$ cat src/hw/rtl/bba_pkg.sv
// ----------------------------------------------------------------------------
// bba_pkg
// Shared constants for the bitmap block allocator: field widths, request types,
// status codes, config register indexes, reset values and parameter defaults.
// ----------------------------------------------------------------------------
package bba_pkg;

    localparam int DATA_W     = 32;
    localparam int STATUS_W   = 3;
    localparam int CFG_IDX_W  = 2;
    localparam int WORD_BITS  = 32;

    localparam int MAX_BLOCKS_DEF = 1024;

    // Request types
    localparam logic REQ_ALLOC = 1'b0;
    localparam logic REQ_FREE  = 1'b1;

    // Result status codes
    localparam logic [STATUS_W-1:0] ST_OK        = 3'd0;
    localparam logic [STATUS_W-1:0] ST_TOO_LARGE = 3'd1;
    localparam logic [STATUS_W-1:0] ST_FULL      = 3'd2;
    localparam logic [STATUS_W-1:0] ST_NULL      = 3'd3;
    localparam logic [STATUS_W-1:0] ST_RANGE     = 3'd4;

    // Configuration register indexes
    localparam logic [CFG_IDX_W-1:0] REG_POOL_BASE   = 2'd0;
    localparam logic [CFG_IDX_W-1:0] REG_POOL_BYTES  = 2'd1;
    localparam logic [CFG_IDX_W-1:0] REG_BLOCK_BYTES = 2'd2;

    // Configuration reset values
    localparam logic [DATA_W-1:0] POOL_BASE_RST   = 32'd0;
    localparam logic [DATA_W-1:0] POOL_BYTES_RST  = 32'd0;
    localparam logic [DATA_W-1:0] BLOCK_BYTES_RST = 32'd1;

endpackage

$ cat src/hw/rtl/bba_ram.sv
// ----------------------------------------------------------------------------
// bba_ram
// Generic simple dual-port RAM: one write port, one read port, registered read.
// ----------------------------------------------------------------------------
module bba_ram #(
    parameter int WIDTH = 32,
    parameter int DEPTH = 32,
    localparam int AW   = (DEPTH > 1) ? $clog2(DEPTH) : 1
) (
    input  logic             clk,
    input  logic             wr_en,
    input  logic [AW-1:0]    wr_addr,
    input  logic [WIDTH-1:0] wr_data,
    input  logic             rd_en,
    input  logic [AW-1:0]    rd_addr,
    output logic [WIDTH-1:0] rd_data
);

    logic [WIDTH-1:0] mem [DEPTH];
    logic [WIDTH-1:0] rd_data_reg;

    always_ff @(posedge clk)
    begin
        if (wr_en)
        begin
            mem[wr_addr] <= wr_data;
        end
        if (rd_en)
        begin
            rd_data_reg <= mem[rd_addr];
        end
    end

    assign rd_data = rd_data_reg;

endmodule

$ cat src/hw/rtl/bitmap_block_allocator.sv
// ----------------------------------------------------------------------------
// bitmap_block_allocator
// Fixed-size block allocator with one used bit per block, kept in a RAM.
//
// Usage:
//   Request channel: drive req_type, req_size and release_addr with start high;
//   the item is taken at a rising edge where busy is low. Exactly one result
//   follows: grant_addr and status for one cycle, marked by done. The receiver
//   cannot stall; the result is simply presented once.
//   Configuration: cfg_we, cfg_index, cfg_data write pool_base (0),
//   pool_bytes (1) and block_bytes (2); write only while idle.
// Sequence:
//   A request that fails on a plain compare (too large, null, address below
//   the base, zero block size) is answered from idle. Otherwise a serial
//   divider finds the block count. Allocate then scans the bitmap one 32-bit
//   word at a time, at most ceil(MAX_BLOCKS/32) words, and forms the address
//   (multiply, then add). Free divides again for the block index and does one
//   read-modify-write, or stops there when the index is out of range.
//   One item is in flight at a time; busy stays high until it finishes.
// Reset:
//   The bitmap RAM is cleared one word per cycle, ceil(MAX_BLOCKS/32) words,
//   with busy high. Configuration writes are taken during that pass.
// ----------------------------------------------------------------------------
module bitmap_block_allocator #(
    parameter int MAX_BLOCKS = bba_pkg::MAX_BLOCKS_DEF
) (
    input  logic                           clk,
    input  logic                           rst_n,
    input  logic                           start,
    output logic                           busy,
    input  logic                           req_type,
    input  logic [bba_pkg::DATA_W-1:0]     req_size,
    input  logic [bba_pkg::DATA_W-1:0]     release_addr,
    input  logic                           cfg_we,
    input  logic [bba_pkg::CFG_IDX_W-1:0]  cfg_index,
    input  logic [bba_pkg::DATA_W-1:0]     cfg_data,
    output logic                           done,
    output logic [bba_pkg::DATA_W-1:0]     grant_addr,
    output logic [bba_pkg::STATUS_W-1:0]   status
);

    localparam int DW     = bba_pkg::DATA_W;
    localparam int SW     = bba_pkg::STATUS_W;
    localparam int WB     = bba_pkg::WORD_BITS;
    localparam int WORDS  = (MAX_BLOCKS + WB - 1) / WB;
    localparam int WAW    = (WORDS > 1) ? $clog2(WORDS) : 1;
    localparam int CNT_W  = $clog2(MAX_BLOCKS + 1);
    localparam int SCAN_W = CNT_W + 1;

    localparam logic [3:0] S_CLEAR = 4'd0;
    localparam logic [3:0] S_IDLE  = 4'd1;
    localparam logic [3:0] S_DIVN  = 4'd2;
    localparam logic [3:0] S_DIVI  = 4'd3;
    localparam logic [3:0] S_RD    = 4'd4;
    localparam logic [3:0] S_MOD   = 4'd5;
    localparam logic [3:0] S_MUL   = 4'd6;
    localparam logic [3:0] S_ADD   = 4'd7;

    // Configuration registers
    logic [DW-1:0] pool_base_reg, pool_bytes_reg, block_bytes_reg;

    // Control
    logic [3:0]       state_reg, state_next;
    logic [WAW-1:0]   word_reg, word_next;
    logic [4:0]       bit_reg, bit_next;
    logic [CNT_W-1:0] n_reg, n_next;
    logic [CNT_W-1:0] idx_reg, idx_next;
    logic             type_reg, type_next;
    logic [DW-1:0]    off_reg, off_next;
    logic [DW-1:0]    prod_reg, prod_next;
    logic [DW-1:0]    div_rem_reg, div_rem_next;
    logic [DW-1:0]    div_quo_reg, div_quo_next;
    logic [4:0]       div_cnt_reg, div_cnt_next;
    logic             done_reg, done_next;
    logic [DW-1:0]    grant_reg, grant_next;
    logic [SW-1:0]    status_reg, status_next;

    // RAM
    logic           ram_wr_en;
    logic [WAW-1:0] ram_wr_addr;
    logic [WB-1:0]  ram_wr_data;
    logic           ram_rd_en;
    logic [WB-1:0]  ram_rd_data;

    // Divider step
    logic [DW:0]   div_shift;
    logic          div_ge;
    logic [DW:0]   div_rem_step;
    logic [DW-1:0] div_quo_step;

    // Scan
    logic [SCAN_W-1:0] scan_base;
    logic [SCAN_W-1:0] scan_left;
    logic [WB-1:0]     scan_mask;
    logic [WB-1:0]     scan_free;
    logic [4:0]        scan_hit;
    logic [WB-1:0]     hit_onehot;
    logic [WB-1:0]     clr_onehot;

    logic [DW-1:0]    mul_wide;
    logic [CNT_W-1:0] n_sat;

    bba_ram #(
        .WIDTH (WB),
        .DEPTH (WORDS)
    ) u_ram (
        .clk     (clk),
        .wr_en   (ram_wr_en),
        .wr_addr (ram_wr_addr),
        .wr_data (ram_wr_data),
        .rd_en   (ram_rd_en),
        .rd_addr (word_reg),
        .rd_data (ram_rd_data)
    );

    // One restoring division step per cycle, divisor is block_bytes
    always_comb
    begin
        div_shift    = {div_rem_reg, div_quo_reg[DW-1]};
        div_ge       = (div_shift >= {1'b0, block_bytes_reg});
        div_rem_step = div_ge ? (div_shift - {1'b0, block_bytes_reg}) : div_shift;
        div_quo_step = {div_quo_reg[DW-2:0], div_ge};
    end

    assign n_sat = (div_quo_step > DW'(MAX_BLOCKS)) ? CNT_W'(MAX_BLOCKS)
                                                    : div_quo_step[CNT_W-1:0];

    // Bitmap word search: blocks at or beyond the count look used
    always_comb
    begin
        scan_base = SCAN_W'({word_reg, 5'b00000});
        scan_left = SCAN_W'(n_reg) - scan_base;
        for (int b = 0; b < WB; b++)
        begin
            scan_mask[b] = (SCAN_W'(b) >= scan_left);
        end
        scan_free = ~(ram_rd_data | scan_mask);
        scan_hit  = 5'd0;
        for (int b = WB - 1; b >= 0; b--)
        begin
            if (scan_free[b])
            begin
                scan_hit = 5'(b);
            end
        end
        hit_onehot = WB'(1) << scan_hit;
        clr_onehot = WB'(1) << bit_reg;
    end

    assign mul_wide = DW'(idx_reg) * block_bytes_reg;

    always_comb
    begin
        state_next   = state_reg;
        word_next    = word_reg;
        bit_next     = bit_reg;
        n_next       = n_reg;
        idx_next     = idx_reg;
        type_next    = type_reg;
        off_next     = off_reg;
        prod_next    = prod_reg;
        div_rem_next = div_rem_reg;
        div_quo_next = div_quo_reg;
        div_cnt_next = div_cnt_reg;
        done_next    = 1'b0;
        grant_next   = grant_reg;
        status_next  = status_reg;
        ram_wr_en    = 1'b0;
        ram_wr_addr  = word_reg;
        ram_wr_data  = '0;
        ram_rd_en    = 1'b0;

        unique case (state_reg)
            S_CLEAR:
            begin
                ram_wr_en = 1'b1;
                if (word_reg == WAW'(WORDS - 1))
                begin
                    word_next  = '0;
                    state_next = S_IDLE;
                end
                else
                begin
                    word_next = word_reg + WAW'(1);
                end
            end

            S_IDLE:
            begin
                if (start)
                begin
                    type_next    = req_type;
                    off_next     = release_addr - pool_base_reg;
                    grant_next   = '0;
                    div_rem_next = '0;
                    div_quo_next = pool_bytes_reg;
                    div_cnt_next = '0;
                    if (req_type == bba_pkg::REQ_ALLOC)
                    begin
                        if (req_size > block_bytes_reg)
                        begin
                            status_next = bba_pkg::ST_TOO_LARGE;
                            done_next   = 1'b1;
                        end
                        else if (block_bytes_reg == '0)
                        begin
                            status_next = bba_pkg::ST_FULL;
                            done_next   = 1'b1;
                        end
                        else
                        begin
                            state_next = S_DIVN;
                        end
                    end
                    else
                    begin
                        if (release_addr == '0)
                        begin
                            status_next = bba_pkg::ST_NULL;
                            done_next   = 1'b1;
                        end
                        else if (release_addr < pool_base_reg || block_bytes_reg == '0)
                        begin
                            status_next = bba_pkg::ST_RANGE;
                            done_next   = 1'b1;
                        end
                        else
                        begin
                            state_next = S_DIVN;
                        end
                    end
                end
            end

            S_DIVN:
            begin
                div_rem_next = div_rem_step[DW-1:0];
                div_quo_next = div_quo_step;
                div_cnt_next = div_cnt_reg + 5'd1;
                if (div_cnt_reg == 5'd31)
                begin
                    n_next = n_sat;
                    if (type_reg == bba_pkg::REQ_ALLOC)
                    begin
                        if (n_sat == '0)
                        begin
                            status_next = bba_pkg::ST_FULL;
                            done_next   = 1'b1;
                            state_next  = S_IDLE;
                        end
                        else
                        begin
                            word_next  = '0;
                            state_next = S_RD;
                        end
                    end
                    else
                    begin
                        div_rem_next = '0;
                        div_quo_next = off_reg;
                        div_cnt_next = '0;
                        state_next   = S_DIVI;
                    end
                end
            end

            S_DIVI:
            begin
                div_rem_next = div_rem_step[DW-1:0];
                div_quo_next = div_quo_step;
                div_cnt_next = div_cnt_reg + 5'd1;
                if (div_cnt_reg == 5'd31)
                begin
                    if (div_quo_step >= DW'(n_reg))
                    begin
                        status_next = bba_pkg::ST_RANGE;
                        done_next   = 1'b1;
                        state_next  = S_IDLE;
                    end
                    else
                    begin
                        word_next  = WAW'(div_quo_step >> 5);
                        bit_next   = div_quo_step[4:0];
                        state_next = S_RD;
                    end
                end
            end

            S_RD:
            begin
                ram_rd_en  = 1'b1;
                state_next = S_MOD;
            end

            S_MOD:
            begin
                if (type_reg == bba_pkg::REQ_FREE)
                begin
                    ram_wr_en   = 1'b1;
                    ram_wr_data = ram_rd_data & ~clr_onehot;
                    status_next = bba_pkg::ST_OK;
                    done_next   = 1'b1;
                    state_next  = S_IDLE;
                end
                else if (|scan_free)
                begin
                    ram_wr_en   = 1'b1;
                    ram_wr_data = ram_rd_data | hit_onehot;
                    idx_next    = CNT_W'(scan_base + SCAN_W'(scan_hit));
                    state_next  = S_MUL;
                end
                else if ((scan_base + SCAN_W'(WB)) < SCAN_W'(n_reg))
                begin
                    // advance to the next bitmap word
                    word_next  = word_reg + WAW'(1);
                    state_next = S_RD;
                end
                else
                begin
                    status_next = bba_pkg::ST_FULL;
                    done_next   = 1'b1;
                    state_next  = S_IDLE;
                end
            end

            S_MUL:
            begin
                prod_next  = mul_wide;
                state_next = S_ADD;
            end

            S_ADD:
            begin
                grant_next  = pool_base_reg + prod_reg;
                status_next = bba_pkg::ST_OK;
                done_next   = 1'b1;
                state_next  = S_IDLE;
            end

            default:
            begin
                state_next = S_IDLE;
            end
        endcase
    end

    always_ff @(posedge clk or negedge rst_n)
    begin
        if (!rst_n)
        begin
            state_reg       <= S_CLEAR;
            word_reg        <= '0;
            div_cnt_reg     <= '0;
            done_reg        <= 1'b0;
            pool_base_reg   <= bba_pkg::POOL_BASE_RST;
            pool_bytes_reg  <= bba_pkg::POOL_BYTES_RST;
            block_bytes_reg <= bba_pkg::BLOCK_BYTES_RST;
        end
        else
        begin
            state_reg   <= state_next;
            word_reg    <= word_next;
            div_cnt_reg <= div_cnt_next;
            done_reg    <= done_next;
            if (cfg_we)
            begin
                unique case (cfg_index)
                    bba_pkg::REG_POOL_BASE:   pool_base_reg   <= cfg_data;
                    bba_pkg::REG_POOL_BYTES:  pool_bytes_reg  <= cfg_data;
                    bba_pkg::REG_BLOCK_BYTES: block_bytes_reg <= cfg_data;
                    default:
                    begin
                        // unused index: drop the write
                    end
                endcase
            end
        end
    end

    always_ff @(posedge clk)
    begin
        bit_reg     <= bit_next;
        n_reg       <= n_next;
        idx_reg     <= idx_next;
        type_reg    <= type_next;
        off_reg     <= off_next;
        prod_reg    <= prod_next;
        div_rem_reg <= div_rem_next;
        div_quo_reg <= div_quo_next;
        grant_reg   <= grant_next;
        status_reg  <= status_next;
    end

    assign busy       = (state_reg != S_IDLE);
    assign done       = done_reg;
    assign grant_addr = grant_reg;
    assign status     = status_reg;

endmodule

$ cat config.mk
export PLATFORM = sky130hd
export DESIGN_NAME = bitmap_block_allocator
export DESIGN_NICKNAME = d
export VERILOG_FILES = /design/src/hw/rtl/bba_pkg.sv /design/src/hw/rtl/bba_ram.sv /design/src/hw/rtl/bitmap_block_allocator.sv
export SDC_FILE = /design/constraint.sdc
export NUM_CORES = 2
export LEC_CHECK = 0
export ABC_AREA = 1
export BUFFER_PORTS_ARGS = -buffer_cell sky130_fd_sc_hd__buf_2
export CAP_MARGIN = 10
export CORE_UTILIZATION = 35
export DETAILED_ROUTE_END_ITERATION = 8
export GPL_ROUTABILITY_DRIVEN = 0
export SYNTH_ARGS = -nofsm -noshare
export SYNTH_HDL_FRONTEND = slang
export SYNTH_SLANG_ARGS = --single-unit
$ cat constraint.sdc
create_clock -name clk -period 16.3 [get_ports clk]
set_input_delay 3.26 -clock clk [delete_from_list [all_inputs] [get_ports clk]]
set_output_delay 3.26 -clock clk [all_outputs]
set_load 0.1 [all_outputs]
==> results.md <==
Outcome:
- The run finished with clean final reports.

Critical path:
- In this run the register-to-register setup slack is ~9 ns.
- Data on the critical path arrives at its endpoint at 7.93 ns.
- The worst-path cell with the longest stage delay is edfxtp_1.
- On the worst path, the slowest cell contributes a delay of approximately 1.2 ns.
- The critical path in this run is classified as flop to flop.
- The required time reported for the critical path endpoint is between 15 and 20 ns.
- The largest fanout on the critical path is 28.
- The most frequent cell on the critical path is nand2_1.
- The worst setup path is launched from a flop.
- STA classifies the critical path endpoint as a flop.

Final layout:
- The flip-flop count of the largest register, all copies and words added is 1024.
- The combined area of the multi-input logic cells is roughly 0.024 mm².
- The top register by number of flip-flops is u_ram.mem.
- The layout cell share with drive strength beyond 1 is 8.43%.
- At the end of the flow, the number of nets in the layout was about 6700.
- The flip-flop and latch area is 0.0402 mm².
- After routing the design area is approximately 0.076 mm².
- After filler insertion, the fill cell instance count of the layout stands at ~18000.
- Compared with the post-synthesis result, the final layout area differs by 12.3%.
- The number of non-filler instances in the completed layout is just under 9000.
- Leaving out fill and tap cells, the most frequent cells in the layout are edfxtp_1 (1246), nand2_1 (811), o21ai_0 (730).
- The leading cell type in the layout, fill and taps excluded is edfxtp_1.

Detailed routing:
- For this run, design rule violations remaining after detail routing come to 0.
- The detail-routed via count per cell is 5.43.
- The first routing iteration left ~5400 violations.
- The count of nets left with antenna violations once routing finished came out at 0.
- The routed length per instance is between 20 and 25 µm.
- For this block, the routed nets add up to 200000 µm of wire.
- The first TritonRoute pass finished after 5 iterations.
- The total number of vias is about 48000.

Floorplanning:
- The die area is around 0.2 mm².
- The horizontal die dimension is 441 µm.
- The I/O pin count is between 100 and 150.
- The standard cell core area is 0.191 mm².
- The die height is roughly 440 µm.
- The initial utilization of the core area, before any placement, comes to a little over a third.
- The number of placement rows is 160.

Global routing:
- The first global-routing pass estimated between 200000 and 300000 µm of wire.
- The initial antenna violation count is 0.
- The maximum number of pins on one net before global-route repair is approximately 170.
- Global routing used between 20% and 30% of the available tracks across all layers.
- Summed over all layers, the global routing overflow is 0.
- The number of global-route vias before repair is 45400.

Clock network:
- At the later pin of the worst-skew pair, clock insertion delay measures approximately 0.80 ns.
- The post-CTS clock slew at the launch and capture registers of the worst setup and hold paths is 0.06 ns.
- TritonCTS created approximately 150 clock buffers.
- The longest clock path from root to sink contains 3 buffers.
- For this design, the CTS-stage hold fixing added 0 buffers.
- The number of levels the H-tree was split into is 4.
- The TritonCTS clock tree is built.
- The count of buffers added by post-CTS timing repair for setup is 0.
- The root buffer cell chosen for the clock tree is clkbuf_16.
- For this design, the sink count on the clock tree is approximately 1400.
- Post-CTS repair changed the size of 0 cells.

STA:
- The max-slew violation count was 0.
- The smallest setup slack after layout is between 8 and 9 ns.
- The total negative setup slack is 0 ns.
- The maximum clock frequency is 135 MHz.
- The number of hold violations in the final report is 0.
- The setup skew after layout is about 0.048 ns.
- The final cycle utilization of the critical path is ~45%.
- The final critical path time including I/O delays and setup is 7.39 ns.
- For the pin with the worst max-slew slack, the measured transition is 1.23 ns.
- Setup violations remaining at the end of the flow were counted as 0.
- Headroom to the max-slew limit came out at 18.2%.
- Setup repair after global routing left no endpoint under its margin.

Synthesis:
- The combined area of all synthesized cells is ~0.067 mm².
- Counting every net in the synthesized netlist gives between 6000 and 7000.
- The share of Yosys cell area claimed by the top area cell type is a little under three fifths.
- Yosys printed 0 warnings.
- After synthesis, the cell types taking the most area are edfxtp_1 (56%), fa_1 (6.0%), o21ai_0 (5.4%).
- In the synthesized netlist, the number of instances is roughly 6100.
- Counting distinct cell types in the post-synthesis netlist gives 59.
- The cell type with the largest total area after synthesis is edfxtp_1.
- The average footprint of a synthesized cell is 11.1 µm².
- The fraction of registers with async set or reset after synthesis is 8.11%.
- Sequential elements use roughly three fifths of the synthesized area.
- In this run, synthesis inferred roughly 1200 flip-flops with an integrated enable.
- The post-synthesis sequential element count is ~1400.
- The main flop type after synthesis is edfxtp_1.

Placed design:
- The wire-length estimate of the detail-placed layout is 122000 µm.
- Summing all placed instances gives a cell area of roughly 0.071 mm².
- The worst slack at placement is ~9 ns.
- The number of cells in the design after placement is 8498.
- The count of port buffers added during placement is approximately 140.

Pwr:
- For this design the ratio of total power to cell area is 157 mW/mm².
- The leakage power is between 20 and 30 nW.
- The maximum VDD drop is approximately 0.00011 V.
- Power comes to approximately 12 mW.

Flow run:
- The tool flagged a number of max-cap violations equal to 0.

Min path:
- The class of the tightest hold or removal check is flop to flop.
-- power by group --
part	total, mW	leakage, nW	internal, mW	switching, mW
clock	3.26	2.28	1.85	1.41
combinational	4.17	13.6	1.37	2.80
sequential	4.45	11.2	4.22	0.235
total	11.9	27.1	7.44	4.44
-- per-layer routing --
metal	vias to the layer above	global-route usage, %	wire length [µm]
li1	21500	-	-
met1	23700	27.3	82200
met2	2060	32.8	93700
met3	359	3.15	16100
met4	0	8.44	8280
met5	-	0	0
-- cell type report --
class                      count  area share, %
sequential                  1356           53.1
tap                         2511           4.15
antenna                        2        0.00662
timing repair buffer         211           1.70
multi-input combinational   3792           31.7
clock buffer                 201           5.37
inverter                     628           3.13
clock inverter                67          0.830
-- cells in the mapped netlist, drive strengths merged, types with 20 or more instances --
master,count
nor2,723
nor4,27
nand2,824
a21oi,212
a22o,62
o22ai,257
clkbuf,293
buf,25
nand4,57
nand3,115
ha,226
inv,627
xor2,61
xnor2,46
fa,202
o21ai,771
nor3,20
dfrtp,109
edfxtp,1246
o211ai,31
a221oi,63
-- final timing paths --
path                                                startpoint                        endpoint  cells past startpoint
worst max-delay path                      idx_reg[4]$_DFFE_PP_          prod_reg[31]$_DFFE_PP_                     36
worst min-delay path            pool_bytes_reg[12]$_DFFE_PN0P_  pool_bytes_reg[12]$_DFFE_PN0P_                      2
worst max register to register            idx_reg[4]$_DFFE_PP_          prod_reg[31]$_DFFE_PP_                     36
worst min register to register  pool_bytes_reg[12]$_DFFE_PN0P_  pool_bytes_reg[12]$_DFFE_PN0P_                      2
max in group asynchronous                                rst_n      ram_wr_addr[1]$_DFFE_PN0P_                      2
min in group asynchronous                                rst_n   pool_base_reg[17]$_DFFE_PN0P_                      1
-- logic make-up (layout without fill, tap and decap cells) --
logic type | Yosys count | in the layout | share of synthesized area, %
other cells | 0 | 2 | 0
flops | 1356 | 1356 | 59.6
simple gates | 1774 | 1774 | 10.7
xor+xnor | 107 | 107 | 1.39
compound gates | 1483 | 1483 | 12.8
fa+ha+maj | 428 | 428 | 10.2
buf+inv | 946 | 1107 | 5.29
-- critical path, delay by kind of cell (launching register included) --
kind | cells | cell delay [ns]
xor+xnor | 1 | 0.09
buf+inv | 5 | 0.33
simple gates | 12 | 1.09
compound gates | 12 | 1.95
flops | 1 | 1.16
fa+ha+maj | 6 | 2.50
-- per-stage QoR --
step | hold slack, ns | utilization [%]
2_1_floorplan | 0.423 | -
3_3_place_gp | 0.472 | 37.2
3_5_place_dp | 0.479 | 37.2
4_1_cts | 0.493 | 39.7
5_1_grt | 0.521 | 39.7
6_report | 0.490 | 39.7
Note: power is estimated with default switching activity, not from simulation.
